==> src/hw/rtl/bole_pkg.sv <==
// shared types, codes and helpers of the ordered list engine
package bole_pkg;

	// slot store geometry
	localparam int SLOTS = 16;
	localparam int SLOT_W = (SLOTS > 1) ? $clog2(SLOTS) : 1;
	localparam int CNT_W = $clog2(SLOTS + 1);

	// fixed field widths
	localparam int FUNC_W = 3;
	localparam int STAT_W = 2;
	localparam int POS_W = 4;
	localparam int DATA_W = 32;
	localparam int CAP_W = 5;
	localparam int OCNT_W = 5;
	localparam int CMP_W = (CNT_W > CAP_W) ? CNT_W : CAP_W;

	// most results one read-out gives
	localparam int MAX_RESULTS = 16;

	localparam logic [CAP_W-1:0] CAP_RESET = CAP_W'(16);

	typedef logic [FUNC_W-1:0] func_t;
	typedef logic [STAT_W-1:0] status_t;
	typedef logic [SLOT_W-1:0] slot_t;
	typedef logic signed [DATA_W-1:0] data_t;

	// request codes
	localparam func_t FN_ADD_HEAD = 3'd0;
	localparam func_t FN_ADD_TAIL = 3'd1;
	localparam func_t FN_INSERT = 3'd2;
	localparam func_t FN_DELETE = 3'd3;
	localparam func_t FN_SEARCH = 3'd4;
	localparam func_t FN_READ_OUT = 3'd5;

	// status codes
	localparam status_t ST_OK = 2'd0;
	localparam status_t ST_FULL = 2'd1;
	localparam status_t ST_EMPTY = 2'd2;
	localparam status_t ST_MISSING = 2'd3;

	// write commands into the slot store
	typedef struct packed {
		logic en;
		slot_t addr;
		data_t data;
	} val_wr_t;

	typedef struct packed {
		logic en;
		slot_t addr;
		slot_t data;
	} lnk_wr_t;

	// lowest free slot of the free map
	function automatic slot_t first_free(input logic [SLOTS-1:0] map);
		slot_t s;
		s = '0;
		for (int i = SLOTS - 1; i >= 0; i--) begin
			if (map[i]) begin
				s = slot_t'(i);
			end
		end
		return s;
	endfunction

endpackage

==> src/hw/rtl/bole_if.sv <==
// channel interfaces: request, result and capacity write
interface bole_req_if;
	import bole_pkg::*;
	logic valid;
	logic ready;
	func_t func;
	data_t value;
	data_t match_key;
	modport source(output valid, output func, output value, output match_key, input ready);
	modport sink(input valid, input func, input value, input match_key, output ready);
endinterface

interface bole_rsp_if;
	import bole_pkg::*;
	logic valid;
	logic ready;
	status_t status;
	logic [POS_W-1:0] position;
	data_t entry_value;
	logic [OCNT_W-1:0] entry_count;
	logic last;
	modport source(output valid, output status, output position, output entry_value,
		output entry_count, output last, input ready);
	modport sink(input valid, input status, input position, input entry_value,
		input entry_count, input last, output ready);
endinterface

interface bole_cfg_if;
	import bole_pkg::*;
	logic valid;
	logic ready;
	logic [CAP_W-1:0] capacity;
	modport source(output valid, output capacity, input ready);
	modport sink(input valid, input capacity, output ready);
endinterface

==> src/hw/rtl/bole_store.sv <==
// slot store: values and next links, one read port with registered data
module bole_store (
	input logic clk,
	input bole_pkg::slot_t rd_addr,
	input bole_pkg::val_wr_t val_wr,
	input bole_pkg::lnk_wr_t lnk_wr,
	output bole_pkg::data_t rd_value,
	output bole_pkg::slot_t rd_link
);
	import bole_pkg::*;

	data_t value_mem [SLOTS];
	slot_t link_mem [SLOTS];

	// value memory
	always_ff @(posedge clk) begin
		if (val_wr.en) begin
			value_mem[val_wr.addr] <= val_wr.data;
		end
		rd_value <= value_mem[rd_addr];
	end

	// link memory
	always_ff @(posedge clk) begin
		if (lnk_wr.en) begin
			link_mem[lnk_wr.addr] <= lnk_wr.data;
		end
		rd_link <= link_mem[rd_addr];
	end

endmodule

==> src/hw/rtl/bounded_ordered_list_engine_unit.sv <==
// top level of the bounded ordered list engine
//
//   channel  dir  payload                                          handshake
//   req      in   func, value, match_key                           valid/ready
//   rsp      out  status, position, entry_value, entry_count, last valid/ready
//   cfg      in   capacity                                         valid/ready
//
// add tail and insert then link the preceding slot to the new slot in a fix step
// insert, delete and search walk the list entry by entry from the head to a hit or the end
// read out gives one result beat per entry, each result waits on a free output register
// the link walk goes through the single read port of the slot store
// reset empties the list and sets capacity to 16; req is refused while busy
// a stalled rsp holds the beat; the next request is taken meanwhile
module bounded_ordered_list_engine_unit (
	input logic clk,
	input logic arst_n,
	bole_req_if.sink req,
	bole_rsp_if.source rsp,
	bole_cfg_if.sink cfg
);
	import bole_pkg::*;

	localparam logic [2:0] S_IDLE = 3'd0;
	localparam logic [2:0] S_WALK = 3'd1;
	localparam logic [2:0] S_READ = 3'd2;
	localparam logic [2:0] S_FIX = 3'd3;
	localparam logic [2:0] S_DONE = 3'd4;

	logic [2:0] state_q;
	func_t func_q;
	data_t value_q;
	data_t key_q;
	slot_t idx_q;
	slot_t cur_q;
	slot_t prev_q;
	slot_t head_q;
	slot_t tail_q;
	slot_t fix_slot_q;
	slot_t fix_new_q;
	logic [CNT_W-1:0] used_q;
	logic [SLOTS-1:0] free_q;
	logic [CAP_W-1:0] capacity_q;
	status_t res_status_q;
	logic [POS_W-1:0] res_pos_q;

	logic out_valid_q;
	status_t out_status_q;
	logic [POS_W-1:0] out_pos_q;
	data_t out_value_q;
	logic [OCNT_W-1:0] out_count_q;
	logic out_last_q;

	slot_t rd_addr;
	data_t rd_value;
	slot_t rd_link;
	val_wr_t val_wr;
	lnk_wr_t lnk_wr;

	logic accept;
	logic out_free;
	logic [CMP_W-1:0] eff_cap;
	logic is_full;
	logic is_empty;
	logic is_add;
	logic is_keyed;
	logic acc_full;
	logic acc_empty;
	logic acc_add;
	logic acc_walk;
	logic acc_read;
	slot_t new_slot;
	logic [CNT_W-1:0] idx_nxt;
	logic hit;
	logic walk_end;
	logic wk_ins;
	logic wk_del;
	logic read_adv;
	logic read_last;

	// handshakes
	assign accept = req.valid && req.ready;
	assign req.ready = (state_q == S_IDLE);
	assign cfg.ready = 1'b1;
	assign out_free = !out_valid_q || rsp.ready;

	// request classification at accept
	assign eff_cap = (CMP_W'(capacity_q) > CMP_W'(SLOTS)) ? CMP_W'(SLOTS) : CMP_W'(capacity_q);
	assign is_full = CMP_W'(used_q) >= eff_cap;
	assign is_empty = (used_q == '0);
	assign is_add = (req.func == FN_ADD_HEAD) || (req.func == FN_ADD_TAIL);
	assign is_keyed = (req.func == FN_INSERT) || (req.func == FN_DELETE) ||
		(req.func == FN_SEARCH);
	assign acc_full = accept && (is_add || req.func == FN_INSERT) && is_full;
	assign acc_empty = accept && !acc_full && (is_keyed || req.func == FN_READ_OUT) &&
		is_empty;
	assign acc_add = accept && is_add && !is_full;
	assign acc_walk = accept && is_keyed && !acc_full && !is_empty;
	assign acc_read = accept && (req.func == FN_READ_OUT) && !is_empty;
	assign new_slot = first_free(free_q);

	// walk step: data of cur_q sits in the store output
	assign idx_nxt = CNT_W'(idx_q) + CNT_W'(1);
	assign hit = (rd_value == key_q);
	assign walk_end = (idx_nxt == used_q);
	assign wk_ins = (state_q == S_WALK) && hit && (func_q == FN_INSERT);
	assign wk_del = (state_q == S_WALK) && hit && (func_q == FN_DELETE);
	assign read_adv = (state_q == S_READ) && out_free;
	assign read_last = walk_end || (CMP_W'(idx_q) == CMP_W'(MAX_RESULTS - 1));

	// store read address
	always_comb begin
		case (state_q)
			S_IDLE: rd_addr = head_q;
			S_WALK: rd_addr = rd_link;
			S_READ: rd_addr = read_adv ? rd_link : cur_q;
			default: rd_addr = cur_q;
		endcase
	end

	// store write commands, at most one per memory each cycle
	always_comb begin
		val_wr.en = acc_add || wk_ins;
		val_wr.addr = new_slot;
		val_wr.data = acc_add ? req.value : value_q;
		lnk_wr.en = 1'b0;
		lnk_wr.addr = new_slot;
		lnk_wr.data = '0;
		if (acc_add) begin
			lnk_wr.en = 1'b1;
			lnk_wr.data = (req.func == FN_ADD_HEAD && !is_empty) ? head_q : '0;
		end else if (wk_ins) begin
			lnk_wr.en = 1'b1;
			lnk_wr.data = rd_link;
		end else if (wk_del && idx_q != '0) begin
			lnk_wr.en = 1'b1;
			lnk_wr.addr = prev_q;
			lnk_wr.data = rd_link;
		end else if (state_q == S_FIX) begin
			lnk_wr.en = 1'b1;
			lnk_wr.addr = fix_slot_q;
			lnk_wr.data = fix_new_q;
		end
	end

	bole_store u_store (
		.clk(clk),
		.rd_addr(rd_addr),
		.val_wr(val_wr),
		.lnk_wr(lnk_wr),
		.rd_value(rd_value),
		.rd_link(rd_link)
	);

	// capacity register
	always_ff @(posedge clk or negedge arst_n) begin
		if (!arst_n) begin
			capacity_q <= CAP_RESET;
		end else if (cfg.valid && cfg.ready) begin
			capacity_q <= cfg.capacity;
		end
	end

	// request payload and walk tracking
	always_ff @(posedge clk) begin
		cur_q <= rd_addr;
		if (accept) begin
			func_q <= req.func;
			value_q <= req.value;
			key_q <= req.match_key;
		end
	end

	// sequencer and list state
	always_ff @(posedge clk or negedge arst_n) begin
		if (!arst_n) begin
			state_q <= S_IDLE;
			head_q <= '0;
			tail_q <= '0;
			used_q <= '0;
			free_q <= '1;
			idx_q <= '0;
			prev_q <= '0;
			fix_slot_q <= '0;
			fix_new_q <= '0;
			res_status_q <= ST_OK;
			res_pos_q <= '0;
		end else begin
			case (state_q)
				S_IDLE: begin
					if (accept) begin
						idx_q <= '0;
						prev_q <= head_q;
						res_status_q <= ST_OK;
						res_pos_q <= '0;
						state_q <= S_DONE;
						if (acc_full) begin
							res_status_q <= ST_FULL;
						end else if (acc_empty) begin
							res_status_q <= ST_EMPTY;
						end else if (acc_add) begin
							free_q[new_slot] <= 1'b0;
							used_q <= used_q + CNT_W'(1);
							if (is_empty) begin
								head_q <= new_slot;
								tail_q <= new_slot;
							end else if (req.func == FN_ADD_HEAD) begin
								head_q <= new_slot;
							end else begin
								fix_slot_q <= tail_q;
								fix_new_q <= new_slot;
								tail_q <= new_slot;
								state_q <= S_FIX;
							end
						end else if (acc_walk) begin
							state_q <= S_WALK;
						end else if (acc_read) begin
							state_q <= S_READ;
						end
					end
				end
				S_WALK: begin
					if (hit) begin
						res_status_q <= ST_OK;
						res_pos_q <= POS_W'(idx_q);
						state_q <= S_DONE;
						case (func_q)
							FN_INSERT: begin
								free_q[new_slot] <= 1'b0;
								used_q <= used_q + CNT_W'(1);
								if (cur_q == tail_q) begin
									tail_q <= new_slot;
								end
								fix_slot_q <= cur_q;
								fix_new_q <= new_slot;
								state_q <= S_FIX;
							end
							FN_DELETE: begin
								free_q[cur_q] <= 1'b1;
								used_q <= used_q - CNT_W'(1);
								if (used_q == CNT_W'(1)) begin
									head_q <= '0;
									tail_q <= '0;
								end else if (idx_q == '0) begin
									head_q <= rd_link;
								end else if (cur_q == tail_q) begin
									tail_q <= prev_q;
								end
							end
							default: begin
							end
						endcase
					end else if (walk_end) begin
						res_status_q <= ST_MISSING;
						res_pos_q <= '0;
						state_q <= S_DONE;
					end else begin
						idx_q <= idx_q + SLOT_W'(1);
						prev_q <= cur_q;
					end
				end
				S_READ: begin
					if (out_free) begin
						if (read_last) begin
							state_q <= S_IDLE;
						end else begin
							idx_q <= idx_q + SLOT_W'(1);
						end
					end
				end
				S_FIX: begin
					state_q <= S_DONE;
				end
				S_DONE: begin
					if (out_free) begin
						state_q <= S_IDLE;
					end
				end
				default: begin
					state_q <= S_IDLE;
				end
			endcase
		end
	end

	// output valid
	always_ff @(posedge clk or negedge arst_n) begin
		if (!arst_n) begin
			out_valid_q <= 1'b0;
		end else if ((state_q == S_DONE || state_q == S_READ) && out_free) begin
			out_valid_q <= 1'b1;
		end else if (rsp.ready) begin
			out_valid_q <= 1'b0;
		end
	end

	// output beat payload
	always_ff @(posedge clk) begin
		if (state_q == S_DONE && out_free) begin
			out_status_q <= res_status_q;
			out_pos_q <= res_pos_q;
			out_value_q <= '0;
			out_count_q <= OCNT_W'(used_q);
			out_last_q <= 1'b1;
		end else if (read_adv) begin
			out_status_q <= ST_OK;
			out_pos_q <= POS_W'(idx_q);
			out_value_q <= rd_value;
			out_count_q <= OCNT_W'(used_q);
			out_last_q <= read_last;
		end
	end

	assign rsp.valid = out_valid_q;
	assign rsp.status = out_status_q;
	assign rsp.position = out_pos_q;
	assign rsp.entry_value = out_value_q;
	assign rsp.entry_count = out_count_q;
	assign rsp.last = out_last_q;

endmodule

==> src/flat_wrapper.sv <==
// flat-port wrapper written by rule: the top's interface ports become plain ports
module bounded_ordered_list_engine_unit_flat import bole_pkg::*;
  (clk, arst_n, req_valid, req_func, req_value, req_match_key, req_ready, rsp_valid, rsp_status, rsp_position, rsp_entry_value, rsp_entry_count, rsp_last, rsp_ready, cfg_valid, cfg_capacity, cfg_ready);
  bole_req_if req_i ();
  bole_rsp_if rsp_i ();
  bole_cfg_if cfg_i ();
  input logic clk;
  input logic arst_n;
  input wire logic [$bits(req_i.valid)-1:0] req_valid;
  input wire logic [$bits(req_i.func)-1:0] req_func;
  input wire logic [$bits(req_i.value)-1:0] req_value;
  input wire logic [$bits(req_i.match_key)-1:0] req_match_key;
  output wire logic [$bits(req_i.ready)-1:0] req_ready;
  output wire logic [$bits(rsp_i.valid)-1:0] rsp_valid;
  output wire logic [$bits(rsp_i.status)-1:0] rsp_status;
  output wire logic [$bits(rsp_i.position)-1:0] rsp_position;
  output wire logic [$bits(rsp_i.entry_value)-1:0] rsp_entry_value;
  output wire logic [$bits(rsp_i.entry_count)-1:0] rsp_entry_count;
  output wire logic [$bits(rsp_i.last)-1:0] rsp_last;
  input wire logic [$bits(rsp_i.ready)-1:0] rsp_ready;
  input wire logic [$bits(cfg_i.valid)-1:0] cfg_valid;
  input wire logic [$bits(cfg_i.capacity)-1:0] cfg_capacity;
  output wire logic [$bits(cfg_i.ready)-1:0] cfg_ready;
  assign req_i.valid = req_valid;
  assign req_i.func = req_func;
  assign req_i.value = req_value;
  assign req_i.match_key = req_match_key;
  assign req_ready = req_i.ready;
  assign rsp_valid = rsp_i.valid;
  assign rsp_status = rsp_i.status;
  assign rsp_position = rsp_i.position;
  assign rsp_entry_value = rsp_i.entry_value;
  assign rsp_entry_count = rsp_i.entry_count;
  assign rsp_last = rsp_i.last;
  assign rsp_i.ready = rsp_ready;
  assign cfg_i.valid = cfg_valid;
  assign cfg_i.capacity = cfg_capacity;
  assign cfg_ready = cfg_i.ready;
  bounded_ordered_list_engine_unit u_core (.clk(clk), .arst_n(arst_n), .req(req_i), .rsp(rsp_i), .cfg(cfg_i));
endmodule
==> config.mk <==
export PLATFORM = sky130hd
export DESIGN_NAME = bounded_ordered_list_engine_unit_flat
export DESIGN_NICKNAME = d
export VERILOG_FILES = /design/src/hw/rtl/bole_pkg.sv /design/src/hw/rtl/bole_if.sv /design/src/hw/rtl/bole_store.sv /design/src/hw/rtl/bounded_ordered_list_engine_unit.sv /design/src/flat_wrapper.sv
export SDC_FILE = /design/constraint.sdc
export NUM_CORES = 1
export LEC_CHECK = 0
export BUFFER_PORTS_ARGS = -buffer_cell sky130_fd_sc_hd__buf_4
export CAP_MARGIN = 0
export CORE_MARGIN = 4
export CORE_UTILIZATION = 66
export DETAILED_ROUTE_END_ITERATION = 10
export GPL_TIMING_DRIVEN = 0
export HOLD_SLACK_MARGIN = 0.02
export PLACE_DENSITY = 0.84
export SKIP_LAST_GASP = 1
export SLEW_MARGIN = 20
export SYNTH_ARGS = -nofsm -noshare
export SYNTH_HDL_FRONTEND = slang
export SYNTH_SLANG_ARGS = --single-unit
export TNS_END_PERCENT = 20
==> constraint.sdc <==
create_clock -name clk -period 16.8 [get_ports clk]
set_clock_uncertainty 0.1 [all_clocks]
set_input_delay 3.36 -clock clk [delete_from_list [all_inputs] [get_ports clk]]
set_output_delay 3.36 -clock clk [all_outputs]
set_load 0.1 [all_outputs]
# [Word-level counts from Yosys, hierarchy flattened]
# Memory sizes are Yosys's and may differ from the RTL's. A register that Yosys moved wholly into a read port is not among the register bits.
# Index checks and enable logic that the tools add are counted.
[totals] ff_bits=175 ramBits=576 inputBits=77 output_inout_bits=47 wordCells=263 n_memories=2
[classes] addsub=4 order_cmp=6 eq_ne=39 n_mux=134 bitwise_logic=3 reduce_logical=53
[memory_table] memory="u_core.u_store.value_mem" words=16 width=32 read_ports=1 rd_clocked_by_memory_dff=1 write_ports=1 line_no="bole_store.sv:12" source="data_t value_mem [SLOTS];"
[memory_table] memory="u_core.u_store.link_mem" words=16 width=4 read_ports=1 rd_clocked_by_memory_dff=1 write_ports=1 line_no="bole_store.sv:13" source="slot_t link_mem [SLOTS];"
[op_table] operator="$mux 4" n=70
[op_table] operator="$mux 16" n=5
[op_table] operator="$pmux 16 s2" n=2
[op_table] operator="$pmux 4 s2" n=7
[op_table] operator="$mux 3" n=14
[op_table] operator="$mux 5" n=8
[op_table] operator="$eq 32x32->1" n=1
[op_table] operator="$mux 32" n=1
[op_table] operator="$pmux 4 s3" n=2
[op_table] operator="$logic_and 1x1->1" n=23
[op_table] operator="$ne 2x2->1 const B" n=11
[op_table] operator="$pmux 5 s2" n=2
[op_table] operator="$eq 3x2->1 const B" n=6
[op_table] operator="$mux 9" n=2
[op_table] operator="$reduce_and 9->1" n=2
[op_table] operator="$and 16x16->16" n=1
[op_table] operator="$not 16->16" n=1
[op_table] operator="$or 16x16->16" n=1
[op_table] operator="$ne 3x3->1 const B" n=5
[op_table] operator="$pmux 3 s5" n=1
[op_table] operator="$mux 2" n=7
[op_table] operator="$reduce_and 11->1" n=1
[op_table] operator="$lt 4x5->1 const B" n=2
[op_table] operator="$mux 1" n=10
[op_table] operator="31 further kinds" n=54

# [Longest topological paths before layout]
[depth] word_depth=27 ltp_mapped=11 depth_no_buf=10

# [Hierarchy]
# From an unflattened synthesis, not the netlist that was laid out.
[hier_totals] hier_cells=1723 area_unflattened_um2=30788.3
[modules_own_cells] mod="bole_store" n_inst=1 cells_per_inst=961 area_per_inst_um2=22429.0
[modules_own_cells] mod="bounded_ordered_list_engine_unit" n_inst=1 cells_per_inst=762 area_per_inst_um2=8359.3

# [Worst setup path before layout]
# OpenSTA, ideal clock, no wires.
[synth_timing] kind="input to register" start="input port req_func[1]" end="memory u_core.u_store.value_mem[10][0] in the netlist's numbering, enable pin" t_arrival_ns=7.540 setup_slack_ns=8.655 stages=6 cell_sequence="nor2_1 o211ai_1 nor2_1 buf_1 nor2_1 nor4_1"
[synth_between] elab_chain_len=7 elab_cells_between_ends=8
[synth_rtl] element="start: declaration" line_no="flat_wrapper.sv:10" source="input wire logic [$bits(req_i.func)-1:0] req_func;"
[synth_rtl] element="$eq 3x1->1 / $logic_not 3->1 (equally long branches)" line_no="bounded_ordered_list_engine_unit.sv:90" source="assign is_add = (req.func == FN_ADD_HEAD) || (req.func == FN_ADD_TAIL);"
[synth_rtl] element="$logic_or 1x1->1 (*)" line_no="bounded_ordered_list_engine_unit.sv:90"
[synth_rtl] element="$logic_and 1x1->1 (*) (2 in a row)" line_no="bounded_ordered_list_engine_unit.sv:96" source="assign acc_add = accept && is_add && !is_full;"
[synth_rtl] element="$logic_or 1x1->1 (*)" line_no="bounded_ordered_list_engine_unit.sv:122" source="val_wr.en = acc_add || wk_ins;"
[synth_rtl] element="$mux 1 (*)" line_no="bole_store.sv:17" source="if (val_wr.en) begin"
[synth_rtl] element="$mux 1 (implied by the code) (*)" line_no="bole_store.sv:18" source="value_mem[val_wr.addr] <= val_wr.data;"
[synth_rtl] element="end: declaration" line_no="bole_store.sv:12"
# Every way passes the cells marked *; elsewhere a longest branch is shown, timed or not.

# [Worst setup path after layout]
[layout_timing] start="input port req_func[1]" end="memory u_core.u_store.value_mem[2][15] in the netlist's numbering, enable pin"
# The elaborated chain is that of the path after synthesis.

==> impl_metrics.ini <==
[min_path]
hold_class = reg -> reg
hold_end = u_core.rsp.entry_value[19]$_SDFFE_PP0P_
hp-start = u_core.rsp.entry_value[19]$_SDFFE_PP0P_
whs_path_depth = 2

[timing]
slew_viol_final = 0
worst_pin_slew_ns = 1.13
fin_crit_sh_pct = 41.8
maxSlewHeadroom_pct = 24.5
whs_ns = 0.362
finalSetupTns_ns = 0
min_period_ns = 7.03
fmax_mhz = 142
hold_viol = 0
fin_ws_ns = 9.77
setup_viol = 0
rsz0062_at_grt = false

[synth]
synthFlopType = edfxtp_1
synthCells = 2147
netlist_area_um2 = 31300
async_flop_share_pct = 7.62
synth_nets = 2234
synth-edff-count = 654
ys_ff_latch = 787
syn_area_per_cell_um2 = 14.6
synth.distinct_cells = 77
ys.warnings.count = 0
ys_seq_area_share_pct = 72.2

[job]
maxCapViolCount = 0

[floorplanning]
die_area_um2 = 51000
die_x_um = 226
num_rows = 79
dieHeight_um = 226
io_pins = 124
initial_core_util_pct = 67.0
coreArea_um2 = 46800

[critical_path]
crit_type = in -> reg
rr_worst_depth = 14
r2r_slack_ns = 11.37
worstPathMaxFanout = 10
worstSetupEndpointType = flop
cp-startpoint = req_func[1]
start_kind = primary input
reg2reg_to = u_core.u_store.value_mem[2][15]$_DFFE_PP_
timing.rr.start = u_core.capacity_q[4]$_DFFE_PN1P_
required_ns = 17.03
crit_arrival_ns = 7.25

[clock_tree]
cts_resized = 0
cts_hold_buf = 0
postCtsSetupBuffers = 0
cts_inserted_buffers = 77
clock_sinks = 787
clk_latency_ns = 0.63
cts_tree = yes
cts.clk_slew.worst_paths_ns = 0.06
cts_buffer_depth = 3
ctsHtreeMaxLevel = 3
cts_root_buf = clkbuf_16

[final_layout]
regArea_um2 = 22600
final_nets = 2509
layout.cells.non_filler = 3093
final_common_cell = edfxtp_1
fillers = 2491
area_delta_synth_final_pct = 15.7
final_cell_mix = 654 x edfxtp_1, 417 x nand2_1, 173 x buf_4
layout-drive-gt1-share_pct = 19.9
multiInputGateArea_um2 = 8180

[grt]
antenna_found_initial = 6
grt_start_max_net_pins = 61
grtUsageTotal_pct = 33.4
grt_pass1_wl_um = 126000
gr-total-overflow = 0
grt_pass1_vias = 20800

[power]
power_mw = 3.83
p_per_area_nw_per_um2 = 106
leakage_nw = 13.6
peakVddDrop_mv = 0.124

[placed_design]
dp_slack_ns = 9.34
hpwlAfterDp_um = 56400
io_buffer_count = 122
gp_congestion = 0.930
post-place-cells = 2950

[detailed_routing]
wl_per_cell_um = 27.9
initialDrtViolationCount = 3439
ant_nets = 0
drc = 0
vias = 21200
routed_wl_um = 86300
post_drt_via_cell_ratio = 6.84
drtPass1Iterations = 6

[run_status]
outcome = finished, final reports clean
[cell type report]
| cell class | count | area share (%) |
|---|---|---|
| sequential | 787 | 62.4 |
| multi-input combinational | 1229 | 22.6 |
| clock buffer | 97 | 5.78 |
| timing repair buffer | 196 | 4.31 |
| tap | 607 | 2.10 |
| buffer | 108 | 1.46 |
| clock inverter | 45 | 1.07 |
| inverter | 23 | 0.266 |
| antenna | 1 | 0.00691 |
[how the worst max path moves through the flow]
stage	end	slack, ns	depth (start not counted)
detailed placement	u_core.u_store.value_mem[2][12]$_DFFE_PP_	9.34	11
global route	u_core.u_store.value_mem[2][14]$_DFFE_PP_	9.86	11
finish	u_core.u_store.value_mem[2][15]$_DFFE_PP_	9.77	11
floorplan	u_core.u_store.value_mem[10][0]$_DFFE_PP_	8.65	6
global placement	u_core.u_store.value_mem[12][13]$_DFFE_PP_	3.92	7
CTS	u_core.u_store.value_mem[2][13]$_DFFE_PP_	9.98	11
[power breakdown]
group | switching (mW) | internal, mW
Clock | 0.730 | 0.979
Sequential | 0.000689 | 2.09
Combinational | 0.0130 | 0.0143
Total | 0.744 | 3.08
[per-stage QoR]
stage,cell area [um2],util (%)
CTS,36200,77.5
floorplan,31300,-
finish,36200,77.5
detailed placement,33700,72.2
global route,36200,77.5
global placement,33000,70.6
[flip-flops by register name (all words and copies together) (netlist names), 5 cells and up]
| name | cells |
|---|---|
| u_core.u_store.value_mem | 512 |
| u_core.u_store.link_mem | 64 |
| u_core.key_q | 32 |
| u_core.rsp.entry_value | 32 |
| u_core.u_store.rd_value | 32 |
| u_core.value_q | 32 |
| u_core.free_q | 16 |
| u_core.capacity_q | 5 |
| u_core.rsp.entry_count | 5 |
| u_core.used_q | 5 |
[critical path: stages]
cell	delay, ns
buf_4	0.14
nor2_1	0.19
o211ai_1	0.20
nor2_1	0.22
buf_1	0.77
nor2_1	0.53
nor4_2	0.84
buf_2	0.36
buf_4	0.21
buf_4	0.20
buf_2	0.24
[synthesized netlist by cell type (all sizes together) (3+ instances only)]
cell,number,area share (%)
a22oi,9,0.22
o21ai,25,0.41
xnor2,9,0.25
a22o,5,0.14
nand2,418,5.0
a21oi,70,1.1
inv,23,0.30
buf,58,1.1
nand2b,11,0.23
and2,9,0.18
a32oi,145,4.1
and4,38,1.1
mux2i,147,4.7
dfxtp,73,4.7
a31oi,16,0.32
o31ai,4,0.096
and3,3,0.060
nand3,21,0.34
a21o,7,0.17
or3,7,0.16
nor4,23,0.48
clkbuf,50,0.60
ha,10,0.40
nor2b,8,0.16
mux2,56,2.0
nand4,6,0.12
xor2,35,0.98
edfxtp,654,63
nor2,51,0.61
a221oi,6,0.34
nor3,45,1.0
dfrtp,43,3.4
o211ai,4,0.096
or2,4,0.080
o21a,3,0.072
dfstp,17,1.4
[cell families after synthesis]
| logic type | count (synthesis) | synth area share, % |
|---|---|---|
| simple gates | 653 | 9.75 |
| xor+xnor | 44 | 1.23 |
| flops | 787 | 72.2 |
| other cells | 1 | 0.0120 |
| fa+ha+maj | 10 | 0.399 |
| buf+inv | 131 | 1.99 |
| compound gates | 318 | 7.71 |
| mux | 203 | 6.71 |
[per-layer routing]
metal / global-route usage (%) / vias to the layer above / share of wire (%) / wire (um)
met5: 0 / - / 0.043 / 37
met2: 53.2 / 1791 / 47 / 40700
li1: - / 8790 / - / -
met4: 14.4 / 6 / 4.7 / 4070
met3: 7.15 / 326 / 13 / 10800
met1: 45.2 / 10200 / 36 / 30700
Note: power is estimated with default switching activity, not from simulation.
